$ cat src/mtt_pkg.sv
// Shared types, codes and constants of the music transport timebase.
// No dependencies; every other file but the defines header imports it.
`default_nettype none
package mtt_pkg;

    localparam int TIME_W  = 48;
    localparam int OUT_W   = 47;
    localparam int TEMPO_W = 18;
    localparam int RATE_W  = 20;
    localparam int FRAME_W = 16;
    localparam int DELTA_W = 32;
    localparam int EPOCH_W = 16;
    localparam int MAG_W   = 49;
    localparam int PROD_W  = MAG_W + TEMPO_W;

    localparam logic [TEMPO_W-1:0] TEMPO_RESET = 18'd30720;
    localparam logic [RATE_W-1:0]  TEMPO_DIV   = 20'd15360;
    localparam logic signed [TIME_W-1:0] T_MAX = 48'sh7FFF_FFFF_FFFF;
    localparam logic signed [TIME_W-1:0] T_MIN = 48'sh8000_0000_0000;

    localparam logic [3:0] ACT_TICK       = 4'd0;
    localparam logic [3:0] ACT_AUDIO_ON   = 4'd1;
    localparam logic [3:0] ACT_AUDIO_OFF  = 4'd2;
    localparam logic [3:0] ACT_ADVANCE    = 4'd3;
    localparam logic [3:0] ACT_SEEK       = 4'd4;
    localparam logic [3:0] ACT_OFFLINE_ON = 4'd5;
    localparam logic [3:0] ACT_OFFLINE_OFF= 4'd6;
    localparam logic [3:0] ACT_VIDEO      = 4'd7;
    localparam logic [3:0] ACT_BLK_BEGIN  = 4'd8;
    localparam logic [3:0] ACT_BLK_END    = 4'd9;

    typedef enum logic [3:0] {
        OP_NONE,
        OP_LOAD,
        OP_ARG,
        OP_MUL,
        OP_DIV_TS,
        OP_DIV_AUD,
        OP_TS_FIN,
        OP_AUD_FIN,
        OP_SEL_S,
        OP_B_FIN,
        OP_APPLY,
        OP_OUT
    } op_t;

    typedef enum logic [1:0] {
        ARG_DELTA,
        ARG_TV,
        ARG_PEND,
        ARG_DIFF
    } arg_sel_t;

    typedef struct packed {
        op_t      op;
        arg_sel_t sel;
    } cmd_t;

    typedef struct packed {
        logic [3:0] action;
        logic       pending;
        logic       offline;
        logic       in_block;
        logic       rate_nz;
        logic       div_busy;
    } status_t;

    function automatic logic signed [TIME_W-1:0] sat48(input logic signed [TIME_W+1:0] v);
        logic signed [TIME_W-1:0] r;
        if ((v[TIME_W+1:TIME_W-1] == 3'b000) || (v[TIME_W+1:TIME_W-1] == 3'b111))
            r = v[TIME_W-1:0];
        else if (v[TIME_W+1])
            r = T_MIN;
        else
            r = T_MAX;
        return r;
    endfunction

    function automatic logic signed [TIME_W+1:0] ext50(input logic signed [TIME_W-1:0] v);
        return {{2{v[TIME_W-1]}}, v};
    endfunction

endpackage
`default_nettype wire

$ cat src/mtt_if.sv
// Channel interfaces of the music transport timebase: input beat and result beat.
// Depends on mtt_pkg for field widths.
`default_nettype none
interface mtt_in_if;
    import mtt_pkg::*;
    logic                     valid;
    logic                     ready;
    logic [3:0]               action;
    logic                     playing;
    logic [DELTA_W-1:0]       delta_time;
    logic [FRAME_W-1:0]       frame_count;
    logic [RATE_W-1:0]        rate_hz;
    logic signed [TIME_W-1:0] time_value;

    modport source (output valid, action, playing, delta_time, frame_count, rate_hz,
                    time_value, input ready);
    modport sink (input valid, action, playing, delta_time, frame_count, rate_hz,
                  time_value, output ready);
endinterface

interface mtt_out_if;
    import mtt_pkg::*;
    logic               valid;
    logic               ready;
    logic [OUT_W-1:0]   seconds_now;
    logic [OUT_W-1:0]   beats_now;
    logic [EPOCH_W-1:0] epoch_count;
    logic               audio_driven;
    logic               offline_on;

    modport source (output valid, seconds_now, beats_now, epoch_count, audio_driven,
                    offline_on, input ready);
    modport sink (input valid, seconds_now, beats_now, epoch_count, audio_driven,
                  offline_on, output ready);
endinterface
`default_nettype wire

$ cat src/mtt_div.sv
// Restoring serial divider, one quotient bit per cycle.
// Depends on mtt_pkg for the divisor width.
`default_nettype none
module mtt_div
    import mtt_pkg::*;
#(
    parameter int W = 72
) (
    input  wire logic              clk,
    input  wire logic              rst_n,
    input  wire logic              start,
    input  wire logic [W-1:0]      dividend,
    input  wire logic [RATE_W-1:0] divisor,
    output logic                   busy,
    output logic [W-1:0]           quotient
);
    localparam int CNT_W = $clog2(W + 1);

    logic [CNT_W-1:0]  cnt_reg, cnt_next;
    logic [W-1:0]      dvd_reg, dvd_next;
    logic [RATE_W-1:0] rem_reg, rem_next;
    logic [RATE_W-1:0] dsr_reg, dsr_next;
    logic [RATE_W:0]   shifted;
    logic [RATE_W:0]   trial;

    always_comb
    begin
        shifted  = {rem_reg, dvd_reg[W-1]};
        trial    = shifted - {1'b0, dsr_reg};
        cnt_next = cnt_reg;
        dvd_next = dvd_reg;
        rem_next = rem_reg;
        dsr_next = dsr_reg;
        if (start)
        begin
            cnt_next = CNT_W'(W);
            dvd_next = dividend;
            rem_next = '0;
            dsr_next = divisor;
        end
        else if (cnt_reg != '0)
        begin
            cnt_next = cnt_reg - 1'b1;
            if (!trial[RATE_W])
            begin
                rem_next = trial[RATE_W-1:0];
                dvd_next = {dvd_reg[W-2:0], 1'b1};
            end
            else
            begin
                rem_next = shifted[RATE_W-1:0];
                dvd_next = {dvd_reg[W-2:0], 1'b0};
            end
        end
    end

    always_ff @(posedge clk or negedge rst_n)
    begin
        if (!rst_n)
            cnt_reg <= '0;
        else
            cnt_reg <= cnt_next;
    end

    always_ff @(posedge clk)
    begin
        dvd_reg <= dvd_next;
        rem_reg <= rem_next;
        dsr_reg <= dsr_next;
    end

    assign busy     = (cnt_reg != '0);
    assign quotient = dvd_reg;
endmodule
`default_nettype wire

$ cat src/mtt_dpath.sv
// Datapath: transport state, tempo register, multiplier, serial divider for audio time,
// digit-serial divide by the tempo constant, result registers.
// Depends on mtt_pkg and mtt_div; driven by mtt_ctrl commands.
`default_nettype none
module mtt_dpath
    import mtt_pkg::*;
#(
    parameter int FRAC_BITS = 24
) (
    input  wire logic                     clk,
    input  wire logic                     rst_n,
    input  wire cmd_t                     cmd,
    output status_t                       status,
    input  wire logic                     tempo_we,
    input  wire logic [TEMPO_W-1:0]       tempo_wdata,
    input  wire logic [3:0]               action,
    input  wire logic                     playing,
    input  wire logic [DELTA_W-1:0]       delta_time,
    input  wire logic [FRAME_W-1:0]       frame_count,
    input  wire logic [RATE_W-1:0]        rate_hz,
    input  wire logic signed [TIME_W-1:0] time_value,
    output logic [OUT_W-1:0]              seconds_now,
    output logic [OUT_W-1:0]              beats_now,
    output logic [EPOCH_W-1:0]            epoch_count,
    output logic                          audio_driven,
    output logic                          offline_on
);
    localparam int DIV_W = TIME_W + FRAC_BITS;
    localparam int TS_SHIFT = 10;
    localparam int DQ_W = 60;
    localparam logic [DELTA_W-1:0] DELTA_LIM = DELTA_W'(64'd1 << (FRAC_BITS - 2));
    localparam logic signed [TIME_W-1:0] T_MIN_MAG = T_MIN;

    logic [TEMPO_W-1:0]       tempo_reg;
    logic signed [TIME_W-1:0] fsec_reg, fbeat_reg, soff_reg, boff_reg, pend_t_reg, video_reg;
    logic [TIME_W-1:0]        fc_reg;
    logic [RATE_W-1:0]        rate_reg;
    logic                     pend_reg, offline_reg, in_blk_reg;
    logic [EPOCH_W-1:0]       epoch_reg;

    logic [3:0]               act_reg;
    logic                     play_reg;
    logic [DELTA_W-1:0]       delta_reg;
    logic [FRAME_W-1:0]       frames_reg;
    logic [RATE_W-1:0]        rate_in_reg;
    logic signed [TIME_W-1:0] tv_reg;

    logic signed [MAG_W-1:0]  arg_reg, arg_next;
    logic [PROD_W-1:0]        prod_reg;
    logic signed [TIME_W-1:0] ts_reg, s_reg, b_reg;

    logic [DQ_W-1:0]          dq_reg;
    logic [3:0]               drem_reg;
    logic [3:0]               dcnt_reg;
    logic [7:0]               dv;
    logic [11:0]              dv_m;
    logic [3:0]               dqd;
    logic [7:0]               dv_r;
    logic                     dc_busy;

    logic [DELTA_W-1:0]       delta_c;
    logic signed [TIME_W-1:0] tv_c;
    logic [MAG_W-1:0]         mag;
    logic                     div_start, div_busy;
    logic [DIV_W-1:0]         div_dvd, quo;
    logic [RATE_W-1:0]        div_dsr;
    logic                     big, big_ts;
    logic signed [TIME_W-1:0] q_sat, q_ts, ts_val, aud_val, b_val;
    logic [TIME_W-1:0]        fc_base;
    logic [TIME_W:0]          fc_sum;
    logic [TIME_W-1:0]        fc_adv;

    assign delta_c = (delta_reg > DELTA_LIM) ? DELTA_LIM : delta_reg;
    assign tv_c    = tv_reg[TIME_W-1] ? '0 : tv_reg;
    assign mag     = arg_reg[MAG_W-1] ? MAG_W'(-arg_reg) : MAG_W'(arg_reg);

    always_comb
    begin
        case (cmd.sel)
            ARG_DELTA: arg_next = {{(MAG_W-DELTA_W){1'b0}}, delta_c};
            ARG_TV:    arg_next = {tv_c[TIME_W-1], tv_c};
            ARG_PEND:  arg_next = {pend_t_reg[TIME_W-1], pend_t_reg};
            default:   arg_next = {s_reg[TIME_W-1], s_reg} - {soff_reg[TIME_W-1], soff_reg};
        endcase
    end

    assign div_start = (cmd.op == OP_DIV_AUD);
    assign div_dvd   = DIV_W'(fc_reg) << FRAC_BITS;
    assign div_dsr   = rate_reg;

    mtt_div #(.W(DIV_W)) u_div (
        .clk      (clk),
        .rst_n    (rst_n),
        .start    (div_start),
        .dividend (div_dvd),
        .divisor  (div_dsr),
        .busy     (div_busy),
        .quotient (quo)
    );

    // divide by 15360: drop ten bits, then long division by 15, one hex digit a cycle
    assign dv    = {drem_reg, dq_reg[DQ_W-1:DQ_W-4]};
    assign dv_m  = (12'(dv) + 12'd1) * 12'd17;
    assign dqd   = dv_m[11:8];
    assign dv_r  = dv - ({dqd, 4'b0000} - {4'b0000, dqd});
    assign dc_busy = (dcnt_reg != '0);

    always_ff @(posedge clk or negedge rst_n)
    begin
        if (!rst_n)
            dcnt_reg <= '0;
        else if (cmd.op == OP_DIV_TS)
            dcnt_reg <= 4'd15;
        else if (dcnt_reg != '0)
            dcnt_reg <= dcnt_reg - 1'b1;
    end

    always_ff @(posedge clk)
    begin
        if (cmd.op == OP_DIV_TS)
        begin
            dq_reg   <= {{(DQ_W-PROD_W+TS_SHIFT){1'b0}}, prod_reg[PROD_W-1:TS_SHIFT]};
            drem_reg <= '0;
        end
        else if (dcnt_reg != '0)
        begin
            dq_reg   <= {dq_reg[DQ_W-5:0], dqd};
            drem_reg <= dv_r[3:0];
        end
    end

    assign big    = |quo[DIV_W-1:OUT_W];
    assign q_sat  = big ? T_MAX : {1'b0, quo[OUT_W-1:0]};
    assign big_ts = |dq_reg[DQ_W-1:OUT_W];
    assign q_ts   = big_ts ? T_MAX : {1'b0, dq_reg[OUT_W-1:0]};

    always_comb
    begin
        if (arg_reg[MAG_W-1])
            ts_val = big_ts ? T_MIN_MAG : -q_ts;
        else
            ts_val = q_ts;
    end

    assign aud_val = sat48(ext50(soff_reg) + ext50(q_sat));

    always_comb
    begin
        if (pend_reg)
            b_val = ts_reg;
        else if ((rate_reg == '0) && !offline_reg)
            b_val = fbeat_reg;
        else
            b_val = sat48(ext50(boff_reg) + ext50(ts_reg));
        if (b_val[TIME_W-1])
            b_val = '0;
    end

    assign fc_base = pend_reg ? '0 : fc_reg;
    assign fc_sum  = {1'b0, fc_base} + (TIME_W+1)'(frames_reg);
    assign fc_adv  = fc_sum[TIME_W] ? '1 : fc_sum[TIME_W-1:0];

    // control state
    always_ff @(posedge clk or negedge rst_n)
    begin
        if (!rst_n)
        begin
            tempo_reg   <= TEMPO_RESET;
            fsec_reg    <= '0;
            fbeat_reg   <= '0;
            soff_reg    <= '0;
            boff_reg    <= '0;
            fc_reg      <= '0;
            rate_reg    <= '0;
            pend_reg    <= 1'b0;
            pend_t_reg  <= '0;
            offline_reg <= 1'b0;
            in_blk_reg  <= 1'b0;
            video_reg   <= '0;
            epoch_reg   <= '0;
            act_reg     <= ACT_TICK;
        end
        else
        begin
            if (tempo_we)
                tempo_reg <= tempo_wdata;
            if (cmd.op == OP_LOAD)
                act_reg <= action;
            if (cmd.op == OP_APPLY)
            begin
                case (act_reg)
                    ACT_TICK:
                    begin
                        if (!offline_reg && (rate_reg == '0) && play_reg)
                        begin
                            fsec_reg  <= sat48(ext50(fsec_reg) + (TIME_W+2)'(delta_c));
                            fbeat_reg <= sat48(ext50(fbeat_reg) + ext50(ts_reg));
                        end
                    end
                    ACT_AUDIO_ON:
                    begin
                        soff_reg <= fsec_reg;
                        boff_reg <= fbeat_reg;
                        fc_reg   <= '0;
                        rate_reg <= rate_in_reg;
                    end
                    ACT_AUDIO_OFF:
                    begin
                        fsec_reg  <= s_reg;
                        fbeat_reg <= b_reg;
                        rate_reg  <= '0;
                        pend_reg  <= 1'b0;
                    end
                    ACT_ADVANCE, ACT_BLK_BEGIN:
                    begin
                        if (pend_reg)
                        begin
                            soff_reg <= pend_t_reg;
                            boff_reg <= ts_reg;
                            pend_reg <= 1'b0;
                        end
                        if (play_reg)
                            fc_reg <= fc_adv;
                        else if (pend_reg)
                            fc_reg <= '0;
                        if (act_reg == ACT_BLK_BEGIN)
                            in_blk_reg <= 1'b1;
                    end
                    ACT_SEEK:
                    begin
                        epoch_reg <= epoch_reg + 1'b1;
                        fsec_reg  <= tv_c;
                        fbeat_reg <= ts_reg;
                        video_reg <= tv_c;
                        if (offline_reg || (rate_reg == '0))
                        begin
                            pend_reg <= 1'b0;
                            fc_reg   <= '0;
                            soff_reg <= tv_c;
                            boff_reg <= ts_reg;
                        end
                        else
                        begin
                            pend_reg   <= 1'b1;
                            pend_t_reg <= tv_c;
                        end
                    end
                    ACT_OFFLINE_ON:
                    begin
                        pend_reg    <= 1'b0;
                        soff_reg    <= fsec_reg;
                        boff_reg    <= fbeat_reg;
                        fc_reg      <= '0;
                        rate_reg    <= rate_in_reg;
                        video_reg   <= fsec_reg;
                        in_blk_reg  <= 1'b0;
                        offline_reg <= 1'b1;
                    end
                    ACT_OFFLINE_OFF:
                    begin
                        pend_reg    <= 1'b0;
                        offline_reg <= 1'b0;
                        in_blk_reg  <= 1'b0;
                    end
                    ACT_VIDEO:
                        video_reg <= tv_reg;
                    ACT_BLK_END:
                        in_blk_reg <= 1'b0;
                    default:
                    begin
                    end
                endcase
            end
        end
    end

    // working and result registers
    always_ff @(posedge clk)
    begin
        if (cmd.op == OP_LOAD)
        begin
            play_reg    <= playing;
            delta_reg   <= delta_time;
            frames_reg  <= frame_count;
            rate_in_reg <= rate_hz;
            tv_reg      <= time_value;
        end
        if (cmd.op == OP_ARG)
            arg_reg <= arg_next;
        if (cmd.op == OP_MUL)
            prod_reg <= PROD_W'(mag) * PROD_W'(tempo_reg);
        if (cmd.op == OP_TS_FIN)
            ts_reg <= ts_val;
        if (cmd.op == OP_AUD_FIN)
            s_reg <= aud_val;
        if (cmd.op == OP_SEL_S)
            s_reg <= pend_reg ? pend_t_reg : (offline_reg ? video_reg : fsec_reg);
        if (cmd.op == OP_B_FIN)
            b_reg <= b_val;
        if (cmd.op == OP_OUT)
        begin
            seconds_now  <= s_reg[TIME_W-1] ? '0 : s_reg[OUT_W-1:0];
            beats_now    <= b_reg[OUT_W-1:0];
            epoch_count  <= epoch_reg;
            audio_driven <= (rate_reg != '0);
            offline_on   <= offline_reg;
        end
    end

    assign status.action   = act_reg;
    assign status.pending  = pend_reg;
    assign status.offline  = offline_reg;
    assign status.in_block = in_blk_reg;
    assign status.rate_nz  = (rate_reg != '0);
    assign status.div_busy = div_busy || dc_busy;
endmodule
`default_nettype wire

$ cat src/mtt_ctrl.sv
// Controller: sequences each input beat through pre-update, apply, evaluate and result.
// Depends on mtt_pkg; commands mtt_dpath.
`default_nettype none
module mtt_ctrl
    import mtt_pkg::*;
(
    input  wire logic    clk,
    input  wire logic    rst_n,
    input  wire logic    in_valid,
    output logic         in_ready,
    output logic         out_valid,
    input  wire logic    out_ready,
    input  wire status_t status,
    output cmd_t         cmd
);
    typedef enum logic [13:0] {
        S_IDLE     = 14'b00000000000001,
        S_PREP     = 14'b00000000000010,
        S_TS_ARG   = 14'b00000000000100,
        S_TS_MUL   = 14'b00000000001000,
        S_TS_DIV   = 14'b00000000010000,
        S_TS_WAIT  = 14'b00000000100000,
        S_TS_FIN   = 14'b00000001000000,
        S_APPLY    = 14'b00000010000000,
        S_EV       = 14'b00000100000000,
        S_AUD_WAIT = 14'b00001000000000,
        S_AUD_FIN  = 14'b00010000000000,
        S_EV_B     = 14'b00100000000000,
        S_B_FIN    = 14'b01000000000000,
        S_OUT      = 14'b10000000000000
    } state_t;

    state_t   state_reg, state_next;
    arg_sel_t sel_reg, sel_next;
    logic     ev_reg, ev_next;
    logic     stop_reg, stop_next;
    logic     ov_reg, ov_next;
    logic     use_audio;

    assign use_audio = status.offline ? (status.in_block && status.rate_nz) : status.rate_nz;

    always_comb
    begin
        state_next = state_reg;
        sel_next   = sel_reg;
        ev_next    = ev_reg;
        stop_next  = stop_reg;
        ov_next    = ov_reg;
        cmd.op     = OP_NONE;
        cmd.sel    = sel_reg;
        if (out_ready)
            ov_next = 1'b0;
        unique case (state_reg)
            S_IDLE:
            begin
                if (in_valid)
                begin
                    cmd.op     = OP_LOAD;
                    state_next = S_PREP;
                end
            end
            S_PREP:
            begin
                ev_next    = 1'b0;
                stop_next  = 1'b0;
                state_next = S_APPLY;
                case (status.action)
                    ACT_TICK:
                    begin
                        sel_next   = ARG_DELTA;
                        state_next = S_TS_ARG;
                    end
                    ACT_SEEK:
                    begin
                        sel_next   = ARG_TV;
                        state_next = S_TS_ARG;
                    end
                    ACT_ADVANCE, ACT_BLK_BEGIN:
                    begin
                        if (status.pending)
                        begin
                            sel_next   = ARG_PEND;
                            state_next = S_TS_ARG;
                        end
                    end
                    ACT_AUDIO_OFF:
                    begin
                        ev_next    = 1'b1;
                        stop_next  = 1'b1;
                        state_next = S_EV;
                    end
                    default:
                        state_next = S_APPLY;
                endcase
            end
            S_TS_ARG:
            begin
                cmd.op     = OP_ARG;
                state_next = S_TS_MUL;
            end
            S_TS_MUL:
            begin
                cmd.op     = OP_MUL;
                state_next = S_TS_DIV;
            end
            S_TS_DIV:
            begin
                cmd.op     = OP_DIV_TS;
                state_next = S_TS_WAIT;
            end
            S_TS_WAIT:
            begin
                if (!status.div_busy)
                    state_next = S_TS_FIN;
            end
            S_TS_FIN:
            begin
                cmd.op     = OP_TS_FIN;
                state_next = ev_reg ? S_B_FIN : S_APPLY;
            end
            S_APPLY:
            begin
                cmd.op     = OP_APPLY;
                stop_next  = 1'b0;
                ev_next    = 1'b1;
                state_next = S_EV;
            end
            S_EV:
            begin
                if (status.pending)
                begin
                    cmd.op     = OP_SEL_S;
                    sel_next   = ARG_PEND;
                    state_next = S_TS_ARG;
                end
                else if (use_audio)
                begin
                    cmd.op     = OP_DIV_AUD;
                    state_next = S_AUD_WAIT;
                end
                else
                begin
                    cmd.op     = OP_SEL_S;
                    state_next = S_EV_B;
                end
            end
            S_AUD_WAIT:
            begin
                if (!status.div_busy)
                    state_next = S_AUD_FIN;
            end
            S_AUD_FIN:
            begin
                cmd.op     = OP_AUD_FIN;
                state_next = S_EV_B;
            end
            S_EV_B:
            begin
                if (!status.rate_nz && !status.offline)
                    state_next = S_B_FIN;
                else
                begin
                    sel_next   = ARG_DIFF;
                    state_next = S_TS_ARG;
                end
            end
            S_B_FIN:
            begin
                cmd.op     = OP_B_FIN;
                state_next = stop_reg ? S_APPLY : S_OUT;
            end
            S_OUT:
            begin
                if (!ov_reg || out_ready)
                begin
                    cmd.op     = OP_OUT;
                    ov_next    = 1'b1;
                    state_next = S_IDLE;
                end
            end
            default:
                state_next = S_IDLE;
        endcase
    end

    always_ff @(posedge clk or negedge rst_n)
    begin
        if (!rst_n)
        begin
            state_reg <= S_IDLE;
            sel_reg   <= ARG_DELTA;
            ev_reg    <= 1'b0;
            stop_reg  <= 1'b0;
            ov_reg    <= 1'b0;
        end
        else
        begin
            state_reg <= state_next;
            sel_reg   <= sel_next;
            ev_reg    <= ev_next;
            stop_reg  <= stop_next;
            ov_reg    <= ov_next;
        end
    end

    assign in_ready  = (state_reg == S_IDLE);
    assign out_valid = ov_reg;
endmodule
`default_nettype wire

$ cat src/music_transport_timebase_core.sv
// Top level of the music transport timebase: controller plus datapath.
// Depends on mtt_pkg, mtt_if, mtt_ctrl, mtt_dpath, mtt_div.
//
//  channel   | direction | beat contents
//  in_ch     | in        | action, playing, delta_time, frame_count, rate_hz, time_value
//  out_ch    | out       | seconds_now, beats_now, epoch_count, audio_driven, offline_on
//  tempo_*   | in        | tempo_bpm write, one register, no read-back
//
// A beat that needs no tempo scaling, on the wall-clock timebase, takes the shortest path;
// the longest adds tempo scaling and an audio-time evaluation, plus any out_ch stall.
// Times are Q23.24 at the default FRAC_BITS; DIV_W, the divider width, is 48+FRAC_BITS.
// Tempo scaling runs 15 hex digits of division by 15; audio time runs the serial divider.
// Reset is asynchronous and clears all transport state; tempo returns to 120 bpm.
// A finished result holds in the output register while the next beat is accepted.
`default_nettype none
module music_transport_timebase_core
    import mtt_pkg::*;
#(
    parameter int FRAC_BITS = 24
) (
    input  wire logic               clk,
    input  wire logic               rst_n,
    mtt_in_if.sink                  in_ch,
    mtt_out_if.source               out_ch,
    input  wire logic               tempo_we,
    input  wire logic [TEMPO_W-1:0] tempo_wdata
);
    cmd_t    cmd;
    status_t status;

    mtt_ctrl u_ctrl (
        .clk       (clk),
        .rst_n     (rst_n),
        .in_valid  (in_ch.valid),
        .in_ready  (in_ch.ready),
        .out_valid (out_ch.valid),
        .out_ready (out_ch.ready),
        .status    (status),
        .cmd       (cmd)
    );

    mtt_dpath #(.FRAC_BITS(FRAC_BITS)) u_dpath (
        .clk          (clk),
        .rst_n        (rst_n),
        .cmd          (cmd),
        .status       (status),
        .tempo_we     (tempo_we),
        .tempo_wdata  (tempo_wdata),
        .action       (in_ch.action),
        .playing      (in_ch.playing),
        .delta_time   (in_ch.delta_time),
        .frame_count  (in_ch.frame_count),
        .rate_hz      (in_ch.rate_hz),
        .time_value   (in_ch.time_value),
        .seconds_now  (out_ch.seconds_now),
        .beats_now    (out_ch.beats_now),
        .epoch_count  (out_ch.epoch_count),
        .audio_driven (out_ch.audio_driven),
        .offline_on   (out_ch.offline_on)
    );
endmodule
`default_nettype wire

$ cat src/flat_wrapper.sv
// flat-port wrapper written by rule: the top's interface ports become plain ports
module music_transport_timebase_core_flat import mtt_pkg::*;
#(
    parameter int FRAC_BITS = 24
)
  (clk, rst_n, tempo_we, tempo_wdata, in_ch_valid, in_ch_action, in_ch_playing, in_ch_delta_time, in_ch_frame_count, in_ch_rate_hz, in_ch_time_value, in_ch_ready, out_ch_valid, out_ch_seconds_now, out_ch_beats_now, out_ch_epoch_count, out_ch_audio_driven, out_ch_offline_on, out_ch_ready);
  mtt_in_if in_ch_i ();
  mtt_out_if out_ch_i ();
  input  wire logic clk;
  input  wire logic rst_n;
  input  wire logic tempo_we;
  input  wire logic [TEMPO_W-1:0] tempo_wdata;
  input wire logic [$bits(in_ch_i.valid)-1:0] in_ch_valid;
  input wire logic [$bits(in_ch_i.action)-1:0] in_ch_action;
  input wire logic [$bits(in_ch_i.playing)-1:0] in_ch_playing;
  input wire logic [$bits(in_ch_i.delta_time)-1:0] in_ch_delta_time;
  input wire logic [$bits(in_ch_i.frame_count)-1:0] in_ch_frame_count;
  input wire logic [$bits(in_ch_i.rate_hz)-1:0] in_ch_rate_hz;
  input wire logic [$bits(in_ch_i.time_value)-1:0] in_ch_time_value;
  output wire logic [$bits(in_ch_i.ready)-1:0] in_ch_ready;
  output wire logic [$bits(out_ch_i.valid)-1:0] out_ch_valid;
  output wire logic [$bits(out_ch_i.seconds_now)-1:0] out_ch_seconds_now;
  output wire logic [$bits(out_ch_i.beats_now)-1:0] out_ch_beats_now;
  output wire logic [$bits(out_ch_i.epoch_count)-1:0] out_ch_epoch_count;
  output wire logic [$bits(out_ch_i.audio_driven)-1:0] out_ch_audio_driven;
  output wire logic [$bits(out_ch_i.offline_on)-1:0] out_ch_offline_on;
  input wire logic [$bits(out_ch_i.ready)-1:0] out_ch_ready;
  assign in_ch_i.valid = in_ch_valid;
  assign in_ch_i.action = in_ch_action;
  assign in_ch_i.playing = in_ch_playing;
  assign in_ch_i.delta_time = in_ch_delta_time;
  assign in_ch_i.frame_count = in_ch_frame_count;
  assign in_ch_i.rate_hz = in_ch_rate_hz;
  assign in_ch_i.time_value = in_ch_time_value;
  assign in_ch_ready = in_ch_i.ready;
  assign out_ch_valid = out_ch_i.valid;
  assign out_ch_seconds_now = out_ch_i.seconds_now;
  assign out_ch_beats_now = out_ch_i.beats_now;
  assign out_ch_epoch_count = out_ch_i.epoch_count;
  assign out_ch_audio_driven = out_ch_i.audio_driven;
  assign out_ch_offline_on = out_ch_i.offline_on;
  assign out_ch_i.ready = out_ch_ready;
  music_transport_timebase_core #(.FRAC_BITS(FRAC_BITS)) u_core (.clk(clk), .rst_n(rst_n), .in_ch(in_ch_i), .out_ch(out_ch_i), .tempo_we(tempo_we), .tempo_wdata(tempo_wdata));
endmodule
$ cat config.mk
export PLATFORM = sky130hd
export DESIGN_NAME = music_transport_timebase_core_flat
export DESIGN_NICKNAME = d
export VERILOG_FILES = /design/src/mtt_pkg.sv /design/src/mtt_if.sv /design/src/mtt_div.sv /design/src/mtt_dpath.sv /design/src/mtt_ctrl.sv /design/src/music_transport_timebase_core.sv /design/src/flat_wrapper.sv
export SDC_FILE = /design/constraint.sdc
export NUM_CORES = 2
export LEC_CHECK = 0
export ABC_AREA = 0
export BUFFER_PORTS_ARGS = -buffer_cell sky130_fd_sc_hd__buf_2
export CAP_MARGIN = 20
export CORE_AREA = 2 2 479 481
export CTS_BUF_LIST = sky130_fd_sc_hd__clkbuf_16
export DETAILED_ROUTE_END_ITERATION = 16
export DIE_AREA = 0 0 481 483
export PLACE_DENSITY = 0.54
export REMOVE_ABC_BUFFERS = 1
export SLEW_MARGIN = 20
export SYNTH_ARGS = -nofsm -noshare
export SYNTH_HDL_FRONTEND = slang
export SYNTH_SLANG_ARGS = --single-unit
$ cat constraint.sdc
create_clock -name clk -period 20.7 [get_ports clk]
set_input_delay 3.105 -clock clk [delete_from_list [all_inputs] [get_ports clk]]
set_output_delay 3.105 -clock clk [all_outputs]
set_load 0.01 [all_outputs]
==> insert_results.sql <==
INSERT INTO impl_metrics (metric_group, metric, value, unit) VALUES
('synth', 'synth_area_per_cell', '9.263', 'sq um'),
('floorplanning', 'core.rowCount', '175', ''),
('synth', 'asyncSetResetFlopFracSynth', '0.3944', ''),
('sta', 'slew_violations', '0', ''),
('floorplanning', 'dieHeight', '483', 'um'),
('critical_path', 'ff2ff_path_depth', '32', ''),
('grt', 'vias_in_the_first_global_route', '73870', ''),
('sta', 'relative_max_transition_margin', '0.1967', ''),
('min_path', 'hold_path_startpoint', 'u_core.u_dpath.rate_in_reg[8]', ''),
('critical_path', 'cp_data_arrival_time', '11.53', 'ns'),
('cells_and_area', 'area_taken_by_flip_flops_and_latches', '29810', 'sq um'),
('cells_and_area', 'area_taken_by_multi_input_logic_gates', '54800', 'sq um'),
('clock_tree', 'cts_root_buffer', 'clkbuf_16', ''),
('cells_and_area', 'layout_common_cells', '1,518 x nand2_1, 1,047 x inv_1, 758 x fa_1', ''),
('grt', 'maximum_number_of_pins_on_one_net_before_global_route_repair', '105', ''),
('critical_path', 'crit_path_frequent_cell', 'fa_1', ''),
('floorplanning', 'die_width', '481', 'um'),
('clock_tree', 'clock_transition_at_path_regs', '0.06', 'ns'),
('critical_path', 'critical_path_buf_inv_count', '4', ''),
('critical_path', 'r2r-start', 'u_core.u_dpath.arg_reg[10]', ''),
('sta', 'hold_violations', '0', ''),
('synth', 'synth_edf_count', '603', ''),
('clock_tree', 'ctsLongestPathBuffers', '3', ''),
('synth', 'synth_cells', '9755', ''),
('synth', 'synthesis.area', '90360', 'sq um'),
('floorplanning', 'floorplan.core_area', '226800', 'sq um'),
('clock_tree', 'cts_tree', 'yes', ''),
('sta', 'report.final.setup_viol', '0', ''),
('grt', 'grt_antenna_before_repair', '12', ''),
('place', 'number_of_i_o_port_buffers', '257', ''),
('critical_path', 'critPathMaxStageDelay', '0.72', 'ns'),
('clock_tree', 'cts_inserted_buffers', '130', ''),
('min_path', 'hold_path_depth', '1', ''),
('min_path', 'hold-path-endpoint', 'u_core.u_dpath.div_dsr[8]', ''),
('grt', 'globalRoute.totalOverflow', '0', ''),
('critical_path', 'path_max_fanout', '18', ''),
('clock_tree', 'cts_setup_buffers', '0', ''),
('place', 'hpwl', '228.8', 'mm'),
('job', 'cap_violations', '0', ''),
('clock_tree', 'cts.hold.buffers_added', '0', ''),
('cells_and_area', 'area_delta_synth_final', '9.605', '%'),
('critical_path', 'cp_slowest_cell', 'nor4_1', ''),
('synth', 'yosys_warnings', '0', ''),
('critical_path', 'cpLargestDelayFamily', 'simple AND/OR/NAND/NOR gates', ''),
('grt', 'grt_pass1_wl', '471.8', 'mm'),
('critical_path', 'rr_endpoint', 'u_core.u_dpath.prod_reg[66]', ''),
('drt', 'dr.first_iter.drc_count', '7349', ''),
('sta', 'grt_setup_unrepaired', 'no', ''),
('floorplanning', 'initial_core_util', '0.3983', ''),
('cells_and_area', 'mostFrequentLayoutCell', 'nand2_1', ''),
('synth', 'ys_seq_area_frac', '0.3297', ''),
('sta', 'max_freq', '90.99', 'MHz'),
('place', 'globalplace.congestion', '0.9395', ''),
('sta', 'period_utilisation_layout', '0.5309', ''),
('sta', 'finalSetupTns', '0', 'ns'),
('status', 'outcome', 'finished clean', ''),
('critical_path', 'crit_path_required_time', '21.24', 'ns'),
('drt', 'detailedRoute.firstPassIterationCount', '6', ''),
('synth', 'synth-seq-cells', '1080', ''),
('clock_tree', 'cts-resized-gates', '0', ''),
('critical_path', 'worst-path-stages', '32', ''),
('drt', 'wirelength', '315.5', 'mm'),
('clock_tree', 'htreeDepth', '4', ''),
('cells_and_area', 'largest_register_ffs', '72', ''),
('drt', 'via_per_inst', '5.761', ''),
('synth', 'primary_ff_master_synth', 'edfxtp_1', ''),
('sta', 'period_needed', '10.99', 'ns'),
('cells_and_area', 'fillers', '22240', ''),
('floorplanning', 'die_area', '232300', 'sq um'),
('sta', 'post_route_clock_skew', '0.03561', 'ns'),
('cells_and_area', 'layout-drive-gt1-share', '0.07914', '');
through the flow:
| step | cells | util | hold slack [ns] | area [sq um] | worst slack, ns |
|---|---|---|---|---|---|
| after global routing | 12890 | 0.4365 | 0.4781 | 99030 | 9.231 |
| after detailed placement | 12650 | 0.4175 | 0.4315 | 94710 | 9.805 |
| after floorplan | 9223 | - | 0.4262 | 88230 | 5.674 |
| final | 12890 | 0.4366 | 0.4589 | 99040 | 9.710 |
| after global placement | 12650 | 0.4174 | 0.4383 | 94680 | 9.830 |
| after CTS | 12890 | 0.4364 | 0.4598 | 98990 | 9.776 |
worst max path at each step:
stage / end / slack [ns] / from
after global routing: u_core.u_dpath.prod_reg[66] / 9.23 / u_core.u_dpath.arg_reg[10]
after floorplan: u_core.u_dpath.fc_reg[25] / 5.67 / u_core.u_dpath.act_reg[1]
after global placement: u_core.u_dpath.prod_reg[66] / 9.83 / u_core.u_dpath.arg_reg[10]
final: u_core.u_dpath.prod_reg[66] / 9.71 / u_core.u_dpath.arg_reg[10]
after CTS: u_core.u_dpath.prod_reg[66] / 9.78 / u_core.u_dpath.arg_reg[10]
after detailed placement: u_core.u_dpath.prod_reg[66] / 9.80 / u_core.u_dpath.arg_reg[10]
cells in the mapped netlist (40+ instances only):
| cell type | n | share of area |
|---|---|---|
| a211oi_1 | 74 | 0.0061 |
| a21o_1 | 208 | 0.017 |
| a21oi_1 | 525 | 0.029 |
| a221oi_1 | 96 | 0.0093 |
| a222oi_1 | 40 | 0.0044 |
| a22oi_1 | 83 | 0.0069 |
| a31oi_1 | 95 | 0.0066 |
| and2_1 | 354 | 0.025 |
| and3_1 | 60 | 0.0042 |
| clkbuf_1 | 494 | 0.021 |
| dfrtp_1 | 421 | 0.12 |
| dfxtp_1 | 51 | 0.011 |
| edfxtp_1 | 603 | 0.20 |
| fa_1 | 758 | 0.17 |
| ha_1 | 416 | 0.058 |
| inv_1 | 1019 | 0.042 |
| mux2i_1 | 114 | 0.013 |
| nand2_1 | 1527 | 0.063 |
| nand2b_1 | 53 | 0.0037 |
| nand3_1 | 128 | 0.0071 |
| nand4_1 | 65 | 0.0045 |
| nor2_1 | 485 | 0.020 |
| nor2b_1 | 151 | 0.010 |
| nor3_1 | 133 | 0.0074 |
| nor4_1 | 53 | 0.0037 |
| o211ai_1 | 42 | 0.0035 |
| o21a_1 | 48 | 0.0040 |
| o21ai_0 | 627 | 0.035 |
| o21bai_1 | 45 | 0.0037 |
| or3_1 | 84 | 0.0058 |
| xnor2_1 | 239 | 0.023 |
| xor2_1 | 130 | 0.013 |
layout make-up:
class	count	area share
clock inverter	109	0.009577
multi-input combinational	7122	0.5533
tap	3009	0.03802
sequential	1080	0.3010
clock buffer	133	0.03361
antenna	3	0.00007580
inverter	1021	0.03871
timing repair buffer	416	0.02571
logic make-up (layout without fill, tap and decap cells):
family                   after synthesis  count (layout)  synth area share
multiplexers                         170             170           0.02210
AO/OA/AOI/OAI                       2166            2166            0.1528
other                                  1              12        0.00004150
XOR/XNOR                             370             370           0.03595
flip-flops                          1080            1080            0.3297
AND/OR/NAND/NOR                     3233            3233            0.1675
buffers and inverters               1561            1679           0.06626
adder cells (fa/ha/maj)             1174            1174            0.2255
layer usage:
metal  GRT usage  wire length, um  vias to the layer above
li1            -                -                    33360
met1      0.3592           132200                    37180
met2      0.4207           144000                     3124
met3     0.04845            24020                      610
met4      0.1165            15330                        6
met5           0               34                        -
Power is left out: the tool's default activity adds up to more than one toggle a clock period on the data nets, which glitch-free logic cannot reach.
